===== config.mk =====
export PLATFORM = sky130hd
export DESIGN_NAME = gradient_edge_threshold_top_flat
export DESIGN_NICKNAME = d
export VERILOG_FILES = /design/src/hdl/gedge_pkg.sv /design/src/hdl/gedge_ifs.sv /design/src/hdl/gradient_edge_threshold_top.sv /design/src/hdl/gedge_line_mem.sv /design/src/hdl/gedge_cfg.sv /design/src/hdl/gedge_core.sv /design/src/flat_wrapper.sv
export SDC_FILE = /design/constraint.sdc
export NUM_CORES = 2
export LEC_CHECK = 0
export ABC_AREA = 1
export BUFFER_PORTS_ARGS = -buffer_cell sky130_fd_sc_hd__buf_2
export CAP_MARGIN = 30
export CORE_MARGIN = 2
export CORE_UTILIZATION = 40
export CTS_CLUSTER_DIAMETER = 50
export DETAILED_ROUTE_END_ITERATION = 16
export SLEW_MARGIN = 20
export SYNTH_ARGS = -nofsm -noshare
export SYNTH_HDL_FRONTEND = slang
export SYNTH_SLANG_ARGS = --single-unit

===== constraint.sdc =====
create_clock -name clk -period 9.1 [get_ports clk]
set_clock_uncertainty 0.15 [all_clocks]
set_input_delay 0.91 -clock clk [delete_from_list [all_inputs] [get_ports clk]]
set_output_delay 0.91 -clock clk [all_outputs]
set_load 0.01 [all_outputs]

===== src/hdl/gedge_pkg.sv =====
// shared types and constants for the gradient edge threshold block
package gedge_pkg;

	// frame geometry
	localparam int IMAGE_WIDTH  = 128;
	localparam int IMAGE_HEIGHT = 128;
	localparam int COL_W        = $clog2(IMAGE_WIDTH);
	localparam int ROW_W        = $clog2(IMAGE_HEIGHT);

	// payload widths
	localparam int PIX_W   = 8;
	localparam int COORD_W = 7;
	localparam int THR_W   = 9;

	// configuration port
	localparam int APB_DATA_W = 32;
	localparam int APB_ADDR_W = 3;
	localparam int REG_IDX_W  = APB_ADDR_W - 2;
	localparam logic [REG_IDX_W-1:0] REG_EDGE_THRESHOLD = REG_IDX_W'(0);
	localparam logic [THR_W-1:0]     THR_RESET          = THR_W'(64);

	// one line memory entry: the row two above and the row just above
	typedef struct packed {
		logic [PIX_W-1:0] older;
		logic [PIX_W-1:0] recent;
	} pair_t;

	// line memory access for one cycle
	typedef struct packed {
		logic             we;
		logic [COL_W-1:0] waddr;
		pair_t            wdata;
		logic             re;
		logic [COL_W-1:0] raddr;
	} mem_req_t;

endpackage


===== src/hdl/gedge_ifs.sv =====
// valid/ready channel interfaces for pixels in and edge results out
interface gedge_pix_if;
	logic                       valid;
	logic                       ready;
	logic [gedge_pkg::PIX_W-1:0] pixel;

	modport source (output valid, output pixel, input ready);
	modport sink (input valid, input pixel, output ready);
endinterface

interface gedge_res_if;
	logic                         valid;
	logic                         ready;
	logic                         edge_res;
	logic [gedge_pkg::COORD_W-1:0] out_row;
	logic [gedge_pkg::COORD_W-1:0] out_column;
	logic                         frame_last;

	modport source (output valid, output edge_res, output out_row, output out_column,
		output frame_last, input ready);
	modport sink (input valid, input edge_res, input out_row, input out_column,
		input frame_last, output ready);
endinterface


===== src/hdl/gradient_edge_threshold_top.sv =====
// top level of the streaming l1 gradient edge detector
// Pixels enter on the pix channel in raster order, IMAGE_WIDTH per line and
// IMAGE_HEIGHT lines per frame; one pixel is taken per cycle when valid and
// ready are both high. Pixel (r,c) with r >= 1 yields one transaction on the
// res channel for pixel (r-1,c): its edge bit, row, column and a frame_last
// flag on the last result of the frame. The first line yields nothing and
// the bottom line is never reported; border pixels report 0.
// Latency: the result is presented the cycle after its pixel is taken.
// Throughput: one pixel per cycle, set by the single-port write plus one
// read of the line memory per pixel; the read fetches the entry two columns
// ahead so its data is registered by the time the window needs it.
// The output register drains while the next pixel is taken; when the
// receiver stalls with a result pending, pix.ready drops until it is taken.
// Reset (arst_n low) clears the raster position and sets edge_threshold to
// 64; the line memory is not cleared and is refilled by the first frame.
// edge_threshold sits at byte address 0 of the apb port and pready is always
// high; the user must write it only while the block is idle, as the block does not enforce it.
module gradient_edge_threshold_top (
	input  logic                              clk,
	input  logic                              arst_n,
	input  logic                              psel,
	input  logic                              penable,
	input  logic                              pwrite,
	input  logic [gedge_pkg::APB_ADDR_W-1:0]  paddr,
	input  logic [gedge_pkg::APB_DATA_W-1:0]  pwdata,
	output logic [gedge_pkg::APB_DATA_W-1:0]  prdata,
	output logic                              pready,
	gedge_pix_if.sink                         pix,
	gedge_res_if.source                       res
);
	import gedge_pkg::*;

	logic [THR_W-1:0] threshold;
	mem_req_t         mem_req;
	pair_t            rd_pair;

	// configuration registers
	gedge_cfg u_cfg (
		.clk       (clk),
		.arst_n    (arst_n),
		.psel      (psel),
		.penable   (penable),
		.pwrite    (pwrite),
		.paddr     (paddr),
		.pwdata    (pwdata),
		.prdata    (prdata),
		.pready    (pready),
		.threshold (threshold)
	);

	// datapath and control
	gedge_core u_core (
		.clk       (clk),
		.arst_n    (arst_n),
		.threshold (threshold),
		.pix       (pix),
		.res       (res),
		.mem_req   (mem_req),
		.rd_pair   (rd_pair)
	);

	// line memory
	gedge_line_mem u_line_mem (
		.clk     (clk),
		.req     (mem_req),
		.rd_pair (rd_pair)
	);

endmodule


===== src/hdl/gedge_line_mem.sv =====
// two-row line memory, one write and one registered read per cycle
module gedge_line_mem (
	input  logic               clk,
	input  gedge_pkg::mem_req_t req,
	output gedge_pkg::pair_t    rd_pair
);
	import gedge_pkg::*;

	pair_t line_mem [IMAGE_WIDTH];
	pair_t rd_pair_q;

	// write port and registered read port
	always_ff @(posedge clk) begin
		if (req.we) begin
			line_mem[req.waddr] <= req.wdata;
		end
		if (req.re) begin
			rd_pair_q <= line_mem[req.raddr];
		end
	end

	assign rd_pair = rd_pair_q;

endmodule


===== src/hdl/gedge_cfg.sv =====
// apb register file holding the edge threshold
module gedge_cfg (
	input  logic                              clk,
	input  logic                              arst_n,
	input  logic                              psel,
	input  logic                              penable,
	input  logic                              pwrite,
	input  logic [gedge_pkg::APB_ADDR_W-1:0]  paddr,
	input  logic [gedge_pkg::APB_DATA_W-1:0]  pwdata,
	output logic [gedge_pkg::APB_DATA_W-1:0]  prdata,
	output logic                              pready,
	output logic [gedge_pkg::THR_W-1:0]       threshold
);
	import gedge_pkg::*;

	logic [REG_IDX_W-1:0] reg_idx;
	logic                 wr_en;
	logic [THR_W-1:0]     threshold_q;

	assign reg_idx = paddr[APB_ADDR_W-1:2];
	assign wr_en   = psel & penable & pwrite;
	assign pready  = 1'b1;

	// register write in the access phase
	always_ff @(posedge clk or negedge arst_n) begin
		if (!arst_n) begin
			threshold_q <= THR_RESET;
		end else if (wr_en && reg_idx == REG_EDGE_THRESHOLD) begin
			threshold_q <= pwdata[THR_W-1:0];
		end
	end

	// read decode
	always_comb begin
		unique case (reg_idx)
			REG_EDGE_THRESHOLD: prdata = {{(APB_DATA_W-THR_W){1'b0}}, threshold_q};
			default:            prdata = '0;
		endcase
	end

	assign threshold = threshold_q;

endmodule


===== src/hdl/gedge_core.sv =====
// raster counters, column window, gradient compare and output register
module gedge_core (
	input  logic                        clk,
	input  logic                        arst_n,
	input  logic [gedge_pkg::THR_W-1:0] threshold,
	gedge_pix_if.sink                   pix,
	gedge_res_if.source                 res,
	output gedge_pkg::mem_req_t         mem_req,
	input  gedge_pkg::pair_t            rd_pair
);
	import gedge_pkg::*;

	localparam logic [COL_W-1:0] LAST_COL = COL_W'(IMAGE_WIDTH - 1);
	localparam logic [ROW_W-1:0] LAST_ROW = ROW_W'(IMAGE_HEIGHT - 1);
	localparam logic [COL_W:0]   WIDTH_X  = (COL_W+1)'(IMAGE_WIDTH);

	logic [COL_W-1:0] col_q;
	logic [ROW_W-1:0] row_q;
	pair_t            cur_q;
	logic [PIX_W-1:0] left_q;

	logic             out_valid_q;
	logic             res_edge_q;
	logic [COORD_W-1:0] res_row_q;
	logic [COORD_W-1:0] res_col_q;
	logic             res_last_q;

	logic             accept;
	logic [PIX_W-1:0] diff_h;
	logic [PIX_W-1:0] diff_v;
	logic [THR_W-1:0] grad_sum;
	logic             border;
	logic             emit;
	logic             edge_bit;
	logic [ROW_W-1:0] res_row;
	logic [ROW_W+COORD_W-1:0] row_ext;
	logic [COL_W+COORD_W-1:0] col_ext;
	logic [COL_W:0]   col_plus2;
	logic [COL_W-1:0] ahead_addr;

	// a new pixel is taken whenever the output register is free or draining
	assign pix.ready = !out_valid_q || res.ready;
	assign accept    = pix.valid && pix.ready;

	// gradient about the pixel one row up: left/right from that row, up/down vertical
	always_comb begin
		if (rd_pair.recent >= left_q) begin
			diff_h = rd_pair.recent - left_q;
		end else begin
			diff_h = left_q - rd_pair.recent;
		end
		if (cur_q.older >= pix.pixel) begin
			diff_v = cur_q.older - pix.pixel;
		end else begin
			diff_v = pix.pixel - cur_q.older;
		end
		grad_sum = {1'b0, diff_h} + {1'b0, diff_v};
	end

	// top row and both side columns never mark an edge
	assign border   = (row_q == ROW_W'(1)) || (col_q == '0) || (col_q == LAST_COL);
	assign emit     = (row_q != '0);
	assign edge_bit = !border && (grad_sum >= threshold);
	assign res_row  = row_q - ROW_W'(1);
	assign row_ext  = {{COORD_W{1'b0}}, res_row};
	assign col_ext  = {{COORD_W{1'b0}}, col_q};

	// entry two columns ahead, wrapping into the next row
	always_comb begin
		col_plus2 = {1'b0, col_q} + (COL_W+1)'(2);
		if (col_plus2 >= WIDTH_X) begin
			ahead_addr = COL_W'(col_plus2 - WIDTH_X);
		end else begin
			ahead_addr = col_plus2[COL_W-1:0];
		end
	end

	// shift the column into the older row, prefetch the window's right side
	always_comb begin
		mem_req.we           = accept;
		mem_req.waddr        = col_q;
		mem_req.wdata.older  = cur_q.recent;
		mem_req.wdata.recent = pix.pixel;
		mem_req.re           = accept;
		mem_req.raddr        = ahead_addr;
	end

	// raster position
	always_ff @(posedge clk or negedge arst_n) begin
		if (!arst_n) begin
			col_q <= '0;
			row_q <= '0;
		end else if (accept) begin
			if (col_q == LAST_COL) begin
				col_q <= '0;
				row_q <= (row_q == LAST_ROW) ? '0 : row_q + ROW_W'(1);
			end else begin
				col_q <= col_q + COL_W'(1);
			end
		end
	end

	// column window: current entry and the left neighbor of the row above
	always_ff @(posedge clk) begin
		if (accept) begin
			cur_q  <= rd_pair;
			left_q <= cur_q.recent;
		end
	end

	// output register
	always_ff @(posedge clk or negedge arst_n) begin
		if (!arst_n) begin
			out_valid_q <= 1'b0;
		end else if (accept) begin
			out_valid_q <= emit;
		end else if (res.ready) begin
			out_valid_q <= 1'b0;
		end
	end

	always_ff @(posedge clk) begin
		if (accept) begin
			res_edge_q <= edge_bit;
			res_row_q  <= row_ext[COORD_W-1:0];
			res_col_q  <= col_ext[COORD_W-1:0];
			res_last_q <= (row_q == LAST_ROW) && (col_q == LAST_COL);
		end
	end

	assign res.valid      = out_valid_q;
	assign res.edge_res   = res_edge_q;
	assign res.out_row    = res_row_q;
	assign res.out_column = res_col_q;
	assign res.frame_last = res_last_q;

	// prefetch never targets the entry being written
	a_no_rw_collision: assert property (@(posedge clk) disable iff (!arst_n)
		mem_req.we && mem_req.re |-> mem_req.raddr != mem_req.waddr)
		else $error("line memory read and write hit the same entry");

	// the first row of a frame produces no transaction
	a_row0_silent: assert property (@(posedge clk) disable iff (!arst_n)
		accept && row_q == '0 |=> !out_valid_q)
		else $error("result produced for the first row");

	// column wraps after the last pixel of a line
	a_col_wrap: assert property (@(posedge clk) disable iff (!arst_n)
		accept && col_q == LAST_COL |=> col_q == '0)
		else $error("column counter did not wrap");

	// end of frame only flagged on a right border pixel, which is never an edge
	a_last_border: assert property (@(posedge clk) disable iff (!arst_n)
		out_valid_q && res_last_q |-> !res_edge_q)
		else $error("frame end flagged on an edge pixel");

endmodule


===== src/flat_wrapper.sv =====
// flat-port wrapper written by rule: the top's interface ports become plain ports
module gradient_edge_threshold_top_flat import gedge_pkg::*;
  (clk, arst_n, psel, penable, pwrite, paddr, pwdata, prdata, pready, pix_valid, pix_pixel, pix_ready, res_valid, res_edge_res, res_out_row, res_out_column, res_frame_last, res_ready);
  gedge_pix_if pix_i ();
  gedge_res_if res_i ();
  input  logic clk;
  input  logic arst_n;
  input  logic psel;
  input  logic penable;
  input  logic pwrite;
  input  logic [gedge_pkg::APB_ADDR_W-1:0] paddr;
  input  logic [gedge_pkg::APB_DATA_W-1:0] pwdata;
  output logic [gedge_pkg::APB_DATA_W-1:0] prdata;
  output logic pready;
  input wire logic [$bits(pix_i.valid)-1:0] pix_valid;
  input wire logic [$bits(pix_i.pixel)-1:0] pix_pixel;
  output wire logic [$bits(pix_i.ready)-1:0] pix_ready;
  output wire logic [$bits(res_i.valid)-1:0] res_valid;
  output wire logic [$bits(res_i.edge_res)-1:0] res_edge_res;
  output wire logic [$bits(res_i.out_row)-1:0] res_out_row;
  output wire logic [$bits(res_i.out_column)-1:0] res_out_column;
  output wire logic [$bits(res_i.frame_last)-1:0] res_frame_last;
  input wire logic [$bits(res_i.ready)-1:0] res_ready;
  assign pix_i.valid = pix_valid;
  assign pix_i.pixel = pix_pixel;
  assign pix_ready = pix_i.ready;
  assign res_valid = res_i.valid;
  assign res_edge_res = res_i.edge_res;
  assign res_out_row = res_i.out_row;
  assign res_out_column = res_i.out_column;
  assign res_frame_last = res_i.frame_last;
  assign res_i.ready = res_ready;
  gradient_edge_threshold_top u_core (.clk(clk), .arst_n(arst_n), .psel(psel), .penable(penable), .pwrite(pwrite), .paddr(paddr), .pwdata(pwdata), .prdata(prdata), .pready(pready), .pix(pix_i), .res(res_i));
endmodule

==> reports/summary.txt <==
Vias per cell = 5.48
Seq/Total Area, Yosys = 72.9%
Slew @ Worst Pin = 1.01 ns
WL final = 242000 um
Vias in the first global route = 54100
Worst r2r path cells = 29
Fin crit share = 57.0%
Lkg Pwr = 34.7 nW
Hold Path Cell Cnt = 3
Layout cells sized above 1 = 7.90%
Peak VDD IR = 0.478 mV
Die Width = 472 um
Register clock-pin slew on the reported worst setup and hold paths = 0.06 ns
Synth unique cells = 44
Die area = 222000 um2
CP Data Arrival Time = 5.67 ns
WL per Instance = 23.2 um
Synth Cell Area = 87500 um2
Total CTS buffers = 223
Fin Setup TNS = 0 ns
Max Cap Viol = 0
CTS Sinks = 2128
HP Class = in -> reg
Post-cts sizing count = 0
Top-count cell post-synth = nand2_1
Clk_lat worst skew = 0.88 ns
FFs w/ async S/R, synth = 1.13%
Core ar. = 217000 um2
Nets@finish = 7485
Port bufs = 51
Prevailing post-synth register cell = edfxtp_1
Dpl cell area = 90900 um2
Top cell type's share of synthesized area = 72.2%
Largest area contributor in the netlist = edfxtp_1
Final Hold Vio Count = 0
Worst Setup End Kind = register
Area Growth Syn to Fin = 12.0%
Max Freq = 0.193 GHz
Via count = 57100
Synth Warn # = 0
CTS tree = done
Global route total overflow = 0
H-Tree Depth = 4
Largest net degree at the start of global routing = 196
# IOs = 101
Post-layout min period = 5.19 ns
Clk buf depth = 3
Worst Hold Margin = 0.134 ns
Antenna viol nets, final = 0
GRT Overall Usage = 21.4%
Run status = finished, final reports clean
Synth area leaders = edfxtp_1, nand3_1, nand2_1
Number of detailed-route iterations in the first pass = 6
Syn Area/Cell = 11.9 um2
Root buf cell = clkbuf_16
Rows = 171
Iter 0 DRT Violations = 6559
Final setup violation count = 0
Pins over their slew limit = 0
Post-route cell area = 97900 um2
First-pass GRT wire length = 358000 um
Synth Instances = 7335
Initial core utilization = 40.3%
Top post-synthesis cells by count = nand2_1, edfxtp_1, nand3_1
Initial antenna violation count = 2
Die H = 472 um
Crit start category = input port
Critical Path Fanout Max = 59
Number of synthesized flops with an enable pin = 2104
Slew margin rel. = 32.5%
Power per Cell Area = 320 nW/um2
CP required = 9.58 ns
RSZ-0062 raised after global routing = no
DRC violations left = 0
Critical path class = in -> reg
Final GP Congestion = 0.848
R2R setup slack = 4.20 ns
DP HPWL = 131000 um
Flops & latches, synth = 2128
[kinds of logic (layout without fill, tap and decap cells)]
| group | after synthesis | count (layout) | synth area share (%) |
|---|---|---|---|
| and+or+nand+nor | 4409 | 4409 | 21.9 |
| other | 2 | 29 | 0.00859 |
| adders and majority gates | 62 | 62 | 0.930 |
| xor gates and xnor gates | 22 | 22 | 0.250 |
| buffers and inverters | 615 | 817 | 3.35 |
| AOI/OAI and AO/OA | 96 | 96 | 0.608 |
| muxes | 1 | 1 | 0.0114 |
| DFF | 2128 | 2128 | 72.9 |
[power breakdown]
part | internal (mW) | total [mW] | leakage (nW) | switching, mW
Sequential | 11.3 | 11.5 | 19.2 | 0.156
Combinational | 2.84 | 11.3 | 12.1 | 8.43
Clock | 4.82 | 8.61 | 3.33 | 3.79
Total | 19.0 | 31.3 | 34.7 | 12.4
[critical path, cell delays in order]
cell,delay (ns)
buf_4,0.49
inv_1,0.11
ha_1,0.41
a21o_1,0.23
a31oi_1,0.18
nand3_1,0.30
inv_2,0.23
nand2_1,0.09
nand2_1,0.07
nor2_1,0.04
nor2_1,0.26
ha_1,0.35
a21oi_1,0.14
o21ai_0,0.14
nand2_1,0.09
nand2_1,0.05
a21oi_1,0.19
nor2_1,0.06
o21ai_0,0.14
nand2_1,0.12
ha_1,0.33
nand2_1,0.10
nor2_1,0.06
nand3b_1,0.08
o2111ai_1,0.11
o21ai_0,0.19
inv_1,0.07
[final timing paths]
check	from	endpoint
max	pix_pixel[5]	u_core.u_core.res.edge_res$_DFFE_PP_
min	pwdata[5]	u_core.u_cfg.threshold[5]$_DFFE_PN0P_
max reg2reg	u_core.u_core.cur_q[8]$_DFFE_PP_	u_core.u_core.res.edge_res$_DFFE_PP_
min reg2reg	u_core.u_line_mem.rd_pair[13]$_DFFE_PP_	u_core.u_core.cur_q[13]$_DFFE_PP_
max in group asynchronous	arst_n	u_core.u_core.col_q[1]$_DFFE_PN0P_
min in group asynchronous	arst_n	u_core.u_cfg.threshold[5]$_DFFE_PN0P_
[cell type report]
| cell class | count | area, um2 |
|---|---|---|
| Sequential cell | 2128 | 63800 |
| Timing Repair Buffer | 279 | 2270 |
| Multi-Input combinational cell | 4614 | 20900 |
| Tap cell | 2854 | 3570 |
| Inverter | 127 | 512 |
| Fill cell | 19400 | 119000 |
| Antenna cell | 5 | 12.5 |
| Clock inverter | 116 | 1010 |
| Clock buffer | 295 | 5890 |
[layer usage]
metal	up-vias	track usage [%]	share of wire, %
met4	0	8.15	3.7
li1	26100	-	-
met2	2391	33.6	46
met3	404	3.14	7.5
met5	-	0	0
met1	28200	30.0	42
[flip-flops by register name (all words and copies together), names as in the netlist]
signal	flops
u_core.u_cfg.threshold	9
u_core.u_line_mem.line_mem	2048
u_core.u_core.col_q	7
u_core.u_core.cur_q	8
u_core.u_core.mem_req	8
u_core.u_core.left_q	8
u_core.u_core.res.valid	1
u_core.u_core.res.frame_last	1
u_core.u_core.res.edge_res	1
u_core.u_core.res.out_row	7
u_core.u_core.row_q	7
u_core.u_core.res.out_column	7
u_core.u_line_mem.rd_pair	16
[cell usage in the layout (no fill, tap or decap), types with 15 or more instances in the layout]
master / instances
a21oi_1: 45
buf_2: 43
buf_4: 210
clkbuf_1: 69
clkbuf_16: 224
clkinv_1: 48
clkinv_2: 27
conb_1: 24
dfrtp_1: 21
edfxtp_1: 2104
ha_1: 56
inv_1: 117
nand2_1: 2178
nand3_1: 2032
nor2_1: 177
o21ai_0: 28
xor2_1: 15
[through the flow]
| stage | util [%] | setup WS (ns) | instances | power, mW |
|---|---|---|---|---|
| after floorplan | - | 4.52 | 7357 | 18.4 |
| after global placement | 41.8 | 3.01 | 9990 | 22.7 |
| after detailed placement | 41.9 | 3.14 | 9994 | 22.8 |
| after CTS | 45.0 | 4.06 | 10400 | 31.4 |
| after global routing | 45.1 | 3.43 | 10400 | 32.7 |
| final | 45.1 | 3.91 | 10400 | 31.3 |
[what timing repair did]
action | 4_1_cts | 5_1_grt
hold buffers | 1 | 0
hold endpoints to repair | 23 | 0
buffers inserted | 0 | 0
(Power assumes the default switching activity.)
